<file path="config.mk">
export PLATFORM = sky130hd
export DESIGN_NAME = led_level_packet_sequencer
export DESIGN_NICKNAME = d
export VERILOG_FILES = /design/src/design/llps_pkg.sv /design/src/design/led_level_packet_sequencer.sv /design/src/design/llps_ram.sv /design/src/design/llps_ramp.sv
export SDC_FILE = /design/constraint.sdc
export NUM_CORES = 1
export LEC_CHECK = 0
export BUFFER_PORTS_ARGS = -buffer_cell sky130_fd_sc_hd__buf_2
export CAP_MARGIN = 20
export CORE_MARGIN = 2
export CORE_UTILIZATION = 25
export CTS_CLUSTER_DIAMETER = 150
export CTS_CLUSTER_SIZE = 40
export DETAILED_ROUTE_END_ITERATION = 16
export RECOVER_POWER = 100
export SYNTH_ARGS = -nofsm -noshare
export SYNTH_HDL_FRONTEND = slang
export SYNTH_HIERARCHICAL = 1
export SYNTH_SLANG_ARGS = --single-unit
</file>
<file path="constraint.sdc">
create_clock -name clk -period 9.1 [get_ports clk]
set_input_delay 0 -clock clk [delete_from_list [all_inputs] [get_ports clk]]
set_output_delay 0 -clock clk [all_outputs]
set_load 0.01 [all_outputs]
</file>
<file path="src/design/llps_pkg.sv">
`timescale 1ns / 1ps

package llps_pkg;

	localparam int PACKET_BYTES = 23;
	localparam int RAMP_ENTRIES = 127;
	localparam int NUM_CH       = 3;

	localparam int BYTE_W    = $clog2(PACKET_BYTES);
	localparam int ADDR_W    = 2 + BYTE_W;
	localparam int MEM_DEPTH = NUM_CH << BYTE_W;
	localparam int STEP_W    = 7;

	localparam logic [BYTE_W-1:0] LEVEL_HI_BYTE = BYTE_W'(8);
	localparam logic [BYTE_W-1:0] LEVEL_LO_BYTE = BYTE_W'(9);
	localparam logic [BYTE_W-1:0] SEND_END      = BYTE_W'(PACKET_BYTES - 1);
	localparam logic [BYTE_W-1:0] READ_END      = BYTE_W'(PACKET_BYTES - 2);

	localparam logic [1:0] REQ_WRITE = 2'd0;
	localparam logic [1:0] REQ_SEND  = 2'd1;
	localparam logic [1:0] REQ_READ  = 2'd2;

	localparam logic [1:0] CH_RED   = 2'd0;
	localparam logic [1:0] CH_GREEN = 2'd1;
	localparam logic [1:0] CH_BLUE  = 2'd2;

	typedef struct packed {
		logic [1:0] req_type;
		logic [1:0] channel;
		logic [4:0] byte_index;
		logic [7:0] byte_value;
	} cmd_t;

	typedef struct packed {
		logic [7:0] out_byte;
		logic [1:0] out_channel;
		logic       is_last;
	} result_t;

	typedef struct packed {
		logic        adv;
		logic [1:0]  ch;
		logic [15:0] ceiling;
	} ramp_ctl_t;

	typedef enum logic [2:0] {
		ST_INIT,
		ST_IDLE,
		ST_RAMP,
		ST_WLO,
		ST_EMIT
	} state_t;

	localparam logic [9:0] LVL [64] = '{
		10'h3FF, 10'h3EE, 10'h3DE, 10'h3CE, 10'h3BE, 10'h3AD, 10'h39D, 10'h38D,
		10'h37D, 10'h36C, 10'h35C, 10'h34C, 10'h33C, 10'h32B, 10'h31B, 10'h30B,
		10'h2FB, 10'h2EA, 10'h2DA, 10'h2CA, 10'h2BA, 10'h2AA, 10'h299, 10'h289,
		10'h279, 10'h269, 10'h258, 10'h248, 10'h238, 10'h228, 10'h217, 10'h207,
		10'h1F7, 10'h1E7, 10'h1D6, 10'h1C6, 10'h1B6, 10'h1A6, 10'h195, 10'h185,
		10'h175, 10'h165, 10'h155, 10'h144, 10'h134, 10'h124, 10'h114, 10'h103,
		10'h0F3, 10'h0E3, 10'h0D3, 10'h0C2, 10'h0B2, 10'h0A2, 10'h092, 10'h081,
		10'h071, 10'h061, 10'h051, 10'h040, 10'h030, 10'h020, 10'h010, 10'h000
	};

	function automatic logic [9:0] ramp_level(input logic [STEP_W-1:0] i);
		logic [9:0] r;
		if (int'(i) >= 127 || int'(i) >= RAMP_ENTRIES) begin
			r = 10'd0;
		end else begin
			r = LVL[i[6:1]];
		end
		return r;
	endfunction

	function automatic logic [7:0] init_byte(input logic [1:0] ch,
			input logic [BYTE_W-1:0] idx);
		logic [7:0] r;
		if (idx == '0) begin
			r = {2'b00, ch, 4'b0000};
		end else if (int'(idx) == 2 + 2 * int'(ch) || int'(idx) == 3 + 2 * int'(ch)) begin
			r = 8'h11;
		end else begin
			r = 8'h00;
		end
		return r;
	endfunction

endpackage

</file>
<file path="src/design/led_level_packet_sequencer.sv">
`timescale 1ns / 1ps
// After reset the packet memory is loaded with its start pattern, one byte a cycle, all 69
// bytes; busy stays high until that is done. Ramp and channel state reset at once.
// A write does not raise busy. A send first writes the level's high byte, then its low byte,
// then emits its bytes, one byte every cycle, 23 in all. A read emits 22 bytes at the same
// rate. Each byte is read through the registered memory read port.
// Results are strobed for one cycle each; the receiver cannot stall them.
module led_level_packet_sequencer (
	input  logic              clk,
	input  logic              arst_n,
	input  logic              start,
	output logic              busy,
	input  llps_pkg::cmd_t    cmd,
	output logic              result_valid,
	output llps_pkg::result_t result,
	input  logic              cfg_valid,
	output logic              cfg_ready,
	input  logic [1:0]        cfg_index,
	input  logic [15:0]       cfg_data
);

	llps_pkg::state_t st_q, st_d;

	logic [llps_pkg::BYTE_W-1:0] cnt_q, cnt_d;
	logic [llps_pkg::BYTE_W-1:0] end_q, end_d;
	logic [1:0]                  ch_q, ch_d;
	logic [1:0]                  next_ch_q, next_ch_d;
	logic [7:0]                  lo_q, lo_d;
	logic                        vld_s1, vld_d;
	logic                        last_s1, last_d;
	logic [1:0]                  ch_s1;

	logic [15:0] red_max_q, green_max_q, blue_max_q;

	logic                        mem_we;
	logic [llps_pkg::ADDR_W-1:0] mem_waddr;
	logic [7:0]                  mem_wdata;
	logic [llps_pkg::ADDR_W-1:0] mem_raddr;
	logic [7:0]                  mem_rdata;

	llps_pkg::ramp_ctl_t ramp_ctl;
	logic [15:0]         ramp_level;

	logic       accept;
	logic [5:0] idx_w;

	assign cfg_ready = 1'b1;
	assign busy      = (st_q != llps_pkg::ST_IDLE);
	assign accept    = start && !busy;
	assign idx_w     = {1'b0, cmd.byte_index};

	always_ff @(posedge clk or negedge arst_n) begin
		if (!arst_n) begin
			red_max_q   <= 16'hFFFF;
			green_max_q <= 16'hFFFF;
			blue_max_q  <= 16'hFFFF;
		end else if (cfg_valid && cfg_ready) begin
			unique case (cfg_index)
				llps_pkg::CH_RED:   red_max_q   <= cfg_data;
				llps_pkg::CH_GREEN: green_max_q <= cfg_data;
				llps_pkg::CH_BLUE:  blue_max_q  <= cfg_data;
				default: ;
			endcase
		end
	end

	always_comb begin
		ramp_ctl.adv = (st_q == llps_pkg::ST_RAMP);
		ramp_ctl.ch  = ch_q;
		unique case (ch_q)
			llps_pkg::CH_RED:   ramp_ctl.ceiling = red_max_q;
			llps_pkg::CH_GREEN: ramp_ctl.ceiling = green_max_q;
			default:            ramp_ctl.ceiling = blue_max_q;
		endcase
	end

	llps_ramp u_ramp (
		.clk    (clk),
		.arst_n (arst_n),
		.ctl    (ramp_ctl),
		.level  (ramp_level)
	);

	llps_ram #(
		.WIDTH (8),
		.DEPTH (llps_pkg::MEM_DEPTH)
	) u_mem (
		.clk   (clk),
		.we    (mem_we),
		.waddr (mem_waddr),
		.wdata (mem_wdata),
		.raddr (mem_raddr),
		.rdata (mem_rdata)
	);

	always_comb begin
		st_d      = st_q;
		cnt_d     = cnt_q;
		end_d     = end_q;
		ch_d      = ch_q;
		next_ch_d = next_ch_q;
		lo_d      = lo_q;
		vld_d     = 1'b0;
		last_d    = 1'b0;
		mem_we    = 1'b0;
		mem_waddr = {ch_q, cnt_q};
		mem_wdata = 8'h00;
		mem_raddr = {ch_q, cnt_q};
		unique case (st_q)
			llps_pkg::ST_INIT: begin
				mem_we    = 1'b1;
				mem_wdata = llps_pkg::init_byte(ch_q, cnt_q);
				if (cnt_q == llps_pkg::SEND_END) begin
					cnt_d = '0;
					if (ch_q == llps_pkg::CH_BLUE) begin
						ch_d = llps_pkg::CH_RED;
						st_d = llps_pkg::ST_IDLE;
					end else begin
						ch_d = ch_q + 2'd1;
					end
				end else begin
					cnt_d = cnt_q + 1'b1;
				end
			end
			llps_pkg::ST_IDLE: begin
				if (accept) begin
					priority if (cmd.req_type == llps_pkg::REQ_WRITE) begin
						if (cmd.channel != 2'd3 && int'(idx_w) < llps_pkg::PACKET_BYTES - 1) begin
							mem_we    = 1'b1;
							mem_waddr = {cmd.channel, idx_w[llps_pkg::BYTE_W-1:0]};
							mem_wdata = cmd.byte_value;
						end
					end else if (cmd.req_type == llps_pkg::REQ_SEND) begin
						ch_d      = next_ch_q;
						next_ch_d = (next_ch_q == llps_pkg::CH_BLUE) ? llps_pkg::CH_RED
							: next_ch_q + 2'd1;
						end_d     = llps_pkg::SEND_END;
						cnt_d     = '0;
						st_d      = llps_pkg::ST_RAMP;
					end else if (cmd.req_type == llps_pkg::REQ_READ) begin
						if (cmd.channel != 2'd3) begin
							ch_d  = cmd.channel;
							end_d = llps_pkg::READ_END;
							cnt_d = '0;
							st_d  = llps_pkg::ST_EMIT;
						end
					end else begin
					end
				end
			end
			llps_pkg::ST_RAMP: begin
				mem_we    = 1'b1;
				mem_waddr = {ch_q, llps_pkg::LEVEL_HI_BYTE};
				mem_wdata = ramp_level[15:8];
				lo_d      = ramp_level[7:0];
				st_d      = llps_pkg::ST_WLO;
			end
			llps_pkg::ST_WLO: begin
				mem_we    = 1'b1;
				mem_waddr = {ch_q, llps_pkg::LEVEL_LO_BYTE};
				mem_wdata = lo_q;
				st_d      = llps_pkg::ST_EMIT;
			end
			llps_pkg::ST_EMIT: begin
				vld_d  = 1'b1;
				last_d = (cnt_q == end_q);
				if (cnt_q == end_q) begin
					cnt_d = '0;
					st_d  = llps_pkg::ST_IDLE;
				end else begin
					cnt_d = cnt_q + 1'b1;
				end
			end
			default: begin
				st_d = llps_pkg::ST_IDLE;
			end
		endcase
	end

	always_ff @(posedge clk or negedge arst_n) begin
		if (!arst_n) begin
			st_q      <= llps_pkg::ST_INIT;
			cnt_q     <= '0;
			end_q     <= '0;
			ch_q      <= llps_pkg::CH_RED;
			next_ch_q <= llps_pkg::CH_RED;
			vld_s1    <= 1'b0;
			last_s1   <= 1'b0;
		end else begin
			st_q      <= st_d;
			cnt_q     <= cnt_d;
			end_q     <= end_d;
			ch_q      <= ch_d;
			next_ch_q <= next_ch_d;
			vld_s1    <= vld_d;
			last_s1   <= last_d;
		end
	end

	always_ff @(posedge clk) begin
		lo_q  <= lo_d;
		ch_s1 <= ch_q;
	end

	assign result_valid       = vld_s1;
	assign result.out_byte    = mem_rdata;
	assign result.out_channel = ch_s1;
	assign result.is_last     = last_s1;

endmodule

</file>
<file path="src/design/llps_ram.sv">
`timescale 1ns / 1ps

module llps_ram #(
	parameter int WIDTH = 8,
	parameter int DEPTH = 96
) (
	input  logic                     clk,
	input  logic                     we,
	input  logic [$clog2(DEPTH)-1:0] waddr,
	input  logic [WIDTH-1:0]         wdata,
	input  logic [$clog2(DEPTH)-1:0] raddr,
	output logic [WIDTH-1:0]         rdata
);

	logic [WIDTH-1:0] mem_q [DEPTH];

	always_ff @(posedge clk) begin
		if (we) begin
			mem_q[waddr] <= wdata;
		end
		rdata <= mem_q[raddr];
	end

endmodule

</file>
<file path="src/design/llps_ramp.sv">
`timescale 1ns / 1ps

module llps_ramp (
	input  logic                clk,
	input  logic                arst_n,
	input  llps_pkg::ramp_ctl_t ctl,
	output logic [15:0]         level
);

	logic [llps_pkg::STEP_W-1:0] step_q [llps_pkg::NUM_CH];
	logic                        fall_q [llps_pkg::NUM_CH];

	logic [llps_pkg::STEP_W-1:0] s;
	logic [llps_pkg::STEP_W-1:0] s_n;
	logic [llps_pkg::STEP_W-1:0] idx;
	logic [llps_pkg::STEP_W:0]   s_inc;
	logic                        f;
	logic                        f_n;
	logic [15:0]                 raw;

	always_comb begin
		s     = step_q[ctl.ch];
		f     = fall_q[ctl.ch];
		s_inc = {1'b0, s} + 1'b1;
		if (f) begin
			s_n = (s != '0) ? s - 1'b1 : s;
			idx = s_n;
			f_n = (s_n != '0);
		end else begin
			idx = s;
			if (s_inc >= (llps_pkg::STEP_W + 1)'(llps_pkg::RAMP_ENTRIES)) begin
				s_n = llps_pkg::STEP_W'(llps_pkg::RAMP_ENTRIES);
				f_n = 1'b1;
			end else begin
				s_n = s_inc[llps_pkg::STEP_W-1:0];
				f_n = 1'b0;
			end
		end
		raw   = {llps_pkg::ramp_level(idx), 6'b000000};
		level = (raw > ctl.ceiling) ? ctl.ceiling : raw;
	end

	always_ff @(posedge clk or negedge arst_n) begin
		if (!arst_n) begin
			for (int c = 0; c < llps_pkg::NUM_CH; c++) begin
				step_q[c] <= llps_pkg::STEP_W'(llps_pkg::RAMP_ENTRIES);
				fall_q[c] <= 1'b1;
			end
		end else if (ctl.adv) begin
			step_q[ctl.ch] <= s_n;
			fall_q[ctl.ch] <= f_n;
		end
	end

endmodule

</file>
Yosys cells after proc, flatten, opt, wreduce, memory -nomap -nowiden --
Memory sizes are Yosys's and may differ from the RTL's. A register that Yosys moved wholly into a read port is not among the register bits. Index checks and enable logic that the tools add are counted.
Word-level totals: flip-flop bits (word level) 101, bits in writable memories 768, bits in read-only memories 640, bits of input ports 39, output and inout port bits 14, word-level logic and storage cells 157, memories 2
Memories:
- u_mem.mem_q | words 96, bits a word 8, rd ports 1, clocked after Yosys merged registers in 1, wr ports 1, RTL line llps_ram.sv:15 | logic [WIDTH-1:0] mem_q [DEPTH];
- (no name shown) | words 64, bits a word 10, rd ports 1, clocked after Yosys merged registers in 0, wr ports 0, RTL line llps_pkg.sv:70 | r = LVL[i[6:1]];
Operators by class: $add $sub $neg 7, magnitude comparators 7, eq/ne operators 24, multiplexer cells 70, bitwise gates (word level) 3, reduce and logical (&&, ||, !) cells 25
Operators by type and width (count):
- $mux W7 | 10
- $mux W5 | 11
- $pmux W16 S2 | 1
- $pmux W8 S4 | 1
- $mux W10 | 3
- $mux W3 | 8
- $mux W8 | 3
- $bwmux W21 | 1
- $pmux W7 S3 | 1
- $gt A16 B16 Y1 | 1
- $mux W16 | 1
- $mux W2 | 8
- $pmux W3 S5 | 1
- $pmux W5 S3 | 1
- $bmux W7 S2 | 1
- $demux W7 S2 | 1
- $ge A7 B7 Y1 const B | 2
- $reduce_bool A7 Y1 | 2
- $mux W1 | 12
- $ne A2 B2 Y1 const B | 6
- $eq A5 B4 Y1 | 2
- $reduce_and A5 Y1 | 2
- $add A2 B3 Y4 const A | 2
- $add A7 B1 Y8 const B | 1
- other kinds (38) | 54

Logic depth before layout (Yosys ltp) --
depth after elaboration 15, depth in mapped cells 25, mapped depth without buffers 22

By module --
Netlist, hierarchy kept.
Modules (own cells, without submodules):
- llps_ram | instances 1, cells an instance 1437, area an instance 30067.6 µm²
- led_level_packet_sequencer | instances 1, cells an instance 345, area an instance 3951.3 µm²
- llps_ramp | instances 1, cells an instance 312, area an instance 2626.3 µm²

Worst setup path before layout --
No wires, ideal clock.
path type reg-to-reg, start point reg ch_q[0], end point mem u_mem.mem_q[0][4] (data pin), arrival 6.781 ns, data required time 8.376 ns, slack 1.595 ns, stages on the path, launching flop included 22, clock period less this slack 7.505 ns, path through dfrtp_1 -> nor2b_1 -> buf_6 -> a21oi_4 -> ha_1 -> buf_2 -> and2_1 -> a21oi_1 -> a21oi_1 -> ha_1 -> nor2_1 -> nor4_2 -> nor2_1 -> ha_1 -> a21o_1 -> a21oi_1 -> nor2b_1 -> o211ai_1 -> a21oi_1 -> mux2_2 -> mux2i_1 -> o2111ai_1
On the way: cells in the longest elaborated chain, start to end 15, elaborated cells between the ends (all ways) 30, those cells by class add/sub (3); order compare (2); eq/ne (3); mux (16); bitwise (2); reduce/logical (3); memory (1)
Ends and longest elaborated chain:
- start, declared | RTL line led_level_packet_sequencer.sv:26 | logic [1:0] ch_q, ch_d;
- start signal, assigned | RTL line led_level_packet_sequencer.sv:185 | ch_q <= llps_pkg::CH_RED;
- start signal, assigned | RTL line led_level_packet_sequencer.sv:193 | ch_q <= ch_d;
- $not A2 Y3 (not written as such) | RTL line llps_ramp.sv:22, llps_ramp.sv:23
- $bmux W7 S2 | RTL line llps_ramp.sv:22 | s = step_q[ctl.ch];
- $mux W7 (not written as such) (2 in a row) | RTL line llps_ramp.sv:22
- $sub A7 B1 Y7 or $reduce_bool A7 Y1 (tied branches) | RTL line llps_ramp.sv:26 | s_n = (s != '0) ? s - 1'b1 : s;
- $mux W7 | RTL line llps_ramp.sv:26
- $mux W7 | RTL line llps_ramp.sv:25 | if (f) begin
- $not A6 Y7 (not written as such) | RTL line llps_pkg.sv:70
- $mem_v2 Z64 W10
- $mux W10 (not written as such) (2 in a row) | RTL line llps_pkg.sv:70
- $mux W10 | RTL line llps_pkg.sv:67 | if (int'(i) >= 127 || int'(i) >= RAMP_ENTRIES) begin
- $gt A16 B16 Y1 | RTL line llps_ramp.sv:40 | level = (raw > ctl.ceiling) ? ctl.ceiling : raw;
- $mux W16 (*) | RTL line llps_ramp.sv:40
- named net ramp_level[12] | RTL line led_level_packet_sequencer.sv:42 | logic [15:0] ramp_level;
- $pmux W8 S4 (*) | RTL line led_level_packet_sequencer.sv:109 | unique case (st_q)
- named net mem_wdata[4] | RTL line led_level_packet_sequencer.sv:37 | logic [7:0] mem_wdata;
- end, declared | RTL line llps_ram.sv:15
The timed path passes the listed nets; every way through them passes the cells marked *. The select of a mux whose other input is x is not followed.

Worst setup path in the final report --
start point reg ch_q[1], end point mem u_mem.mem_q[36][7] (data pin)
The elaborated chain is that of the path after synthesis.

==> impl_results.md <==
* Run status: finished with violations
* Failing checks: capacitance limit, slew limit
* Initial DRC Count at 2,105
* Final setup fails at 0
* Synth cell types at 101
* Number of enable flip-flop cells after synthesis at 776
* Largest family of logic cells by synthesized area: multiplexers
* Slowest Stage Delay on Critical Path at 1.09 ns
* Buffers on Ports at 51
* Routability cong. at 0.822
* Worst path arrival time at 7.90 ns
* Via count at 19,400
* Final WL at 87.2 mm
* Worst path top cell family by delay: buffers and inverters
* Ys flop type: edfxtp_1
* Hold Crit Class: in -> reg
* Max-cap violation count at 8
* Final ANT Viol Nets at 0
* Final HPWL DP at 54.5 mm
* Max clock buf depth at 3
* Synth warnings at 6
* CTS Sinks at 875
* Post-Syn Area at 36,600 sq um
* Fmax at 0.132 GHz
* Flop2flop setup slack at 1.54 ns
* Die X-Extent at 387 um
* Crit-path cells: clkbuf_1 > mux2i_2 > o2bb2ai_1 > nor4_4 > a21oi_2 > mux2i_2 > inv_2 > ha_1 > nor2_1 > nor4_2 > nor2_1 > ha_1 > nand4_1 > nor3_1 > a211oi_1 > a21oi_1 > mux2_2 > a222oi_1 > inv_2 > buf_4
* Largest net degree at the start of global routing at 118
* Cell Area, Placed at 39,000 sq um
* Slew margin rel. at -138%
* First-pass GRT wire length at 129 mm
* Synth Area in Compound Gates at 5.40%
* # H-tree levels at 1
* Post-route setup slack at 1.54 ns
* Nets at 2,193
* Io pins at 53
* Tightest Pin Transition at 3.57 ns
* Dpl ws at 2.51 ns
* Initial antenna violation count at 0
* XOR/XNOR Fraction of Synth Area at 0.236%
* CTS tree: done
* Critical Path Sink Type: flip-flop
* Area grow syn2layout at 9.07%
* CP required at 9.44 ns
* GRT overflow at 0
* Skew-Pair Late Insertion Delay at 0.65 ns
* Starting Density at 25.2%
* Min Clock Period, post-route at 7.56 ns
* Critical path's slowest cell: clkbuf_1
* Max-slew violations at 325
* Total CTS buffers at 26
* Post-synth top area share at 63.6%
* Core Region at 146,000 sq um
* Adder-cell share of the synthesized area at 0.888%
* Worst-path maximum fanout at 52
* Final instance area at 40,000 sq um
* Synthesized net count at 2,159
* Fill count at 14,500
* Mux contribution to synthesized area at 14.9%
* Area leader, netlist: edfxtp_1
* Row count at 140
* Pwr/cell area at 244 nW/um^2
* Most frequent cells after synthesis: 776 x edfxtp_1, 179 x mux4_2, 143 x nor2_1
* Worst vdd ir at 240 uV
* Clk root buf: clkbuf_16
* Post-CTS resize count at 0
* Simple-Gate Fraction of Synth Area at 5.97%
* Fin crit share at 83.0%
* Vias in the first global route at 19,300
* RSZ-0062 raised after global routing: false
* Vias/cell at 4.76
* Synth Instances at 2,094
* Die area at 150,000 sq um
* CP Class: reg -> reg
* Hold Fails Final Rpt at 0
* Post-route setup TNS at 0 ns
* Total GRT Usage at 11.2%
* Diode count at 0
* Drt pass-1 iters at 5
* CTS clk-pin slew, worst paths at 0.15 ns
* Yosys reg bits at 875
* Type of element launching the critical path: flip-flop
* Final Skew at 0.0447 ns
* Most frequent cell after synthesis: edfxtp_1
* Register area share after synthesis at 70.5%
* Share of synthesized registers carrying an async set or reset at 10.2%
* Crit path buf inv count at 4
* Leak pwr at 0.0119 uW
* Die Y-Extent at 387 um
* # DRC at 0
* Share of layout cells above drive strength 1 at 21.0%
* Mean Syn Cell Area at 17.5 sq um
* Detailed-route wire length per cell at 21.5 um
* Synth top area cells: edfxtp_1 64%, mux4_2 11%, dfstp_2 5.2%
## path summary, 6_finish.rpt
| path | startpoint | to | depth (start not counted) |
|---|---|---|---|
| worst max-delay path | ch_q[1]$_DFFE_PN0P_ | u_mem/mem_q[36][7]$_DFFE_PP_ | 20 |
| worst min-delay path | cmd[14] | st_q[1]$_DFFE_PN0P_ | 5 |
| worst max register to register | ch_q[1]$_DFFE_PN0P_ | u_mem/mem_q[36][7]$_DFFE_PP_ | 20 |
| worst min register to register | u_ramp/step_q[18]$_DFFE_PN1P_ | u_ramp/step_q[18]$_DFFE_PN1P_ | 2 |
| max in group asynchronous | arst_n | cnt_q[0]$_DFFE_PN0P_ | 3 |
| min in group asynchronous | arst_n | blue_max_q[7]$_DFFE_PN1P_ | 2 |
## worst register-to-register path, stage by stage (launching register included)
cell	delay, ns
dfrtp_1	0.57
clkbuf_1	1.09
mux2i_2	0.20
o2bb2ai_1	1.00
nor4_4	0.17
a21oi_2	0.22
mux2i_2	0.16
inv_2	0.20
ha_1	0.21
nor2_1	0.07
nor4_2	0.43
nor2_1	0.15
ha_1	0.32
nand4_1	0.12
nor3_1	0.21
a211oi_1	0.07
a21oi_1	0.24
mux2_2	0.38
a222oi_1	0.53
inv_2	0.44
buf_4	0.43
## registers in the layout, summed over array words and instances, names as in the netlist, 2 cells and up
| register | cells |
|---|---|
| blue_max_q | 16 |
| u_ramp/fall_q | 3 |
| next_ch_q | 2 |
| green_max_q | 16 |
| cnt_q | 5 |
| ch_s1 | 2 |
| u_mem/mem_q | 768 |
| end_q | 3 |
| red_max_q | 16 |
| lo_q | 8 |
| u_ramp/step_q | 21 |
| ch_q | 2 |
| st_q | 3 |
| u_mem/rdata | 8 |
## what timing repair did
action                                 CTS  global route
endpoints found under the hold margin  101             0
hold buffers                            28             0
buffers inserted                         0             0
## metal layers
| metal | GRT usage (%) | routed length [um] | vias to the layer above |
|---|---|---|---|
| met3 | 1.20 | 4830 | 86 |
| met5 | 0 | 0 | - |
| met1 | 15.7 | 38300 | 10300 |
| met4 | 2.27 | 1680 | 0 |
| met2 | 18.8 | 42400 | 611 |
| li1 | - | - | 8368 |
## cells by family after synthesis
kind of cell               Yosys count
AOI/OAI and AO/OA                  269
xor gates and xnor gates             9
adders and majority gates           26
buffers and inverters              143
DFF                                875
muxes                              312
other                                1
and+or+nand+nor                    459
## metrics by stage
stage | util (%) | hold slack (ns) | power, uW | std cells
floorplan | - | -0.296 | 7170 | 2094
global placement | 26.8 | -0.0343 | 8080 | 3983
detailed placement | 26.8 | -0.0227 | 8100 | 3984
CTS | 27.5 | 0.0124 | 9820 | 4059
global route | 27.5 | 0.0781 | 10200 | 4064
finish | 27.5 | 0.0482 | 9750 | 4064
## layout make-up
class	count	area (sq um)	share of cell area, %
clock buffers	45	743	1.86
clock inverters	2	50.0	0.125
inverters	34	133	0.332
multi-input cells	1076	10000	25.1
flip-flops and latches	875	25800	64.6
well taps	1917	2400	6.00
repair buffers	115	764	1.91
## cell usage in the layout, fill, tap and decap left out, types with 10 or more instances in the layout
| cell type | Yosys | layout |
|---|---|---|
| nor3_1 | 20 | 20 |
| inv_1 | 29 | 24 |
| a221oi_1 | 10 | 10 |
| clkbuf_1 | 33 | 48 |
| a21oi_1 | 33 | 34 |
| edfxtp_1 | 776 | 776 |
| nor2b_1 | 22 | 22 |
| dfxtp_1 | 10 | 10 |
| o22ai_1 | 14 | 14 |
| nand2_1 | 142 | 142 |
| mux2_2 | 62 | 61 |
| o21ai_0 | 44 | 44 |
| clkbuf_16 | 0 | 27 |
| buf_2 | 32 | 36 |
| nand2b_1 | 14 | 14 |
| ha_1 | 26 | 26 |
| a31oi_1 | 14 | 14 |
| dlygate4sd3_1 | 0 | 28 |
| dfstp_2 | 72 | 72 |
| mux4_2 | 179 | 179 |
| buf_4 | 22 | 17 |
| a22oi_1 | 47 | 47 |
| dfrtp_1 | 17 | 13 |
| nand3_1 | 45 | 45 |
| mux2i_1 | 65 | 65 |
| and2_1 | 14 | 11 |
| nor2_1 | 143 | 144 |
## where the power goes
group	leakage (uW)	internal (uW)	switching (uW)	total, uW
registers	0.00799	4800	174	4970
clock network	0.000375	580	1160	1740
logic	0.00358	1190	1850	3040
Power figures use the tool's default switching activity.
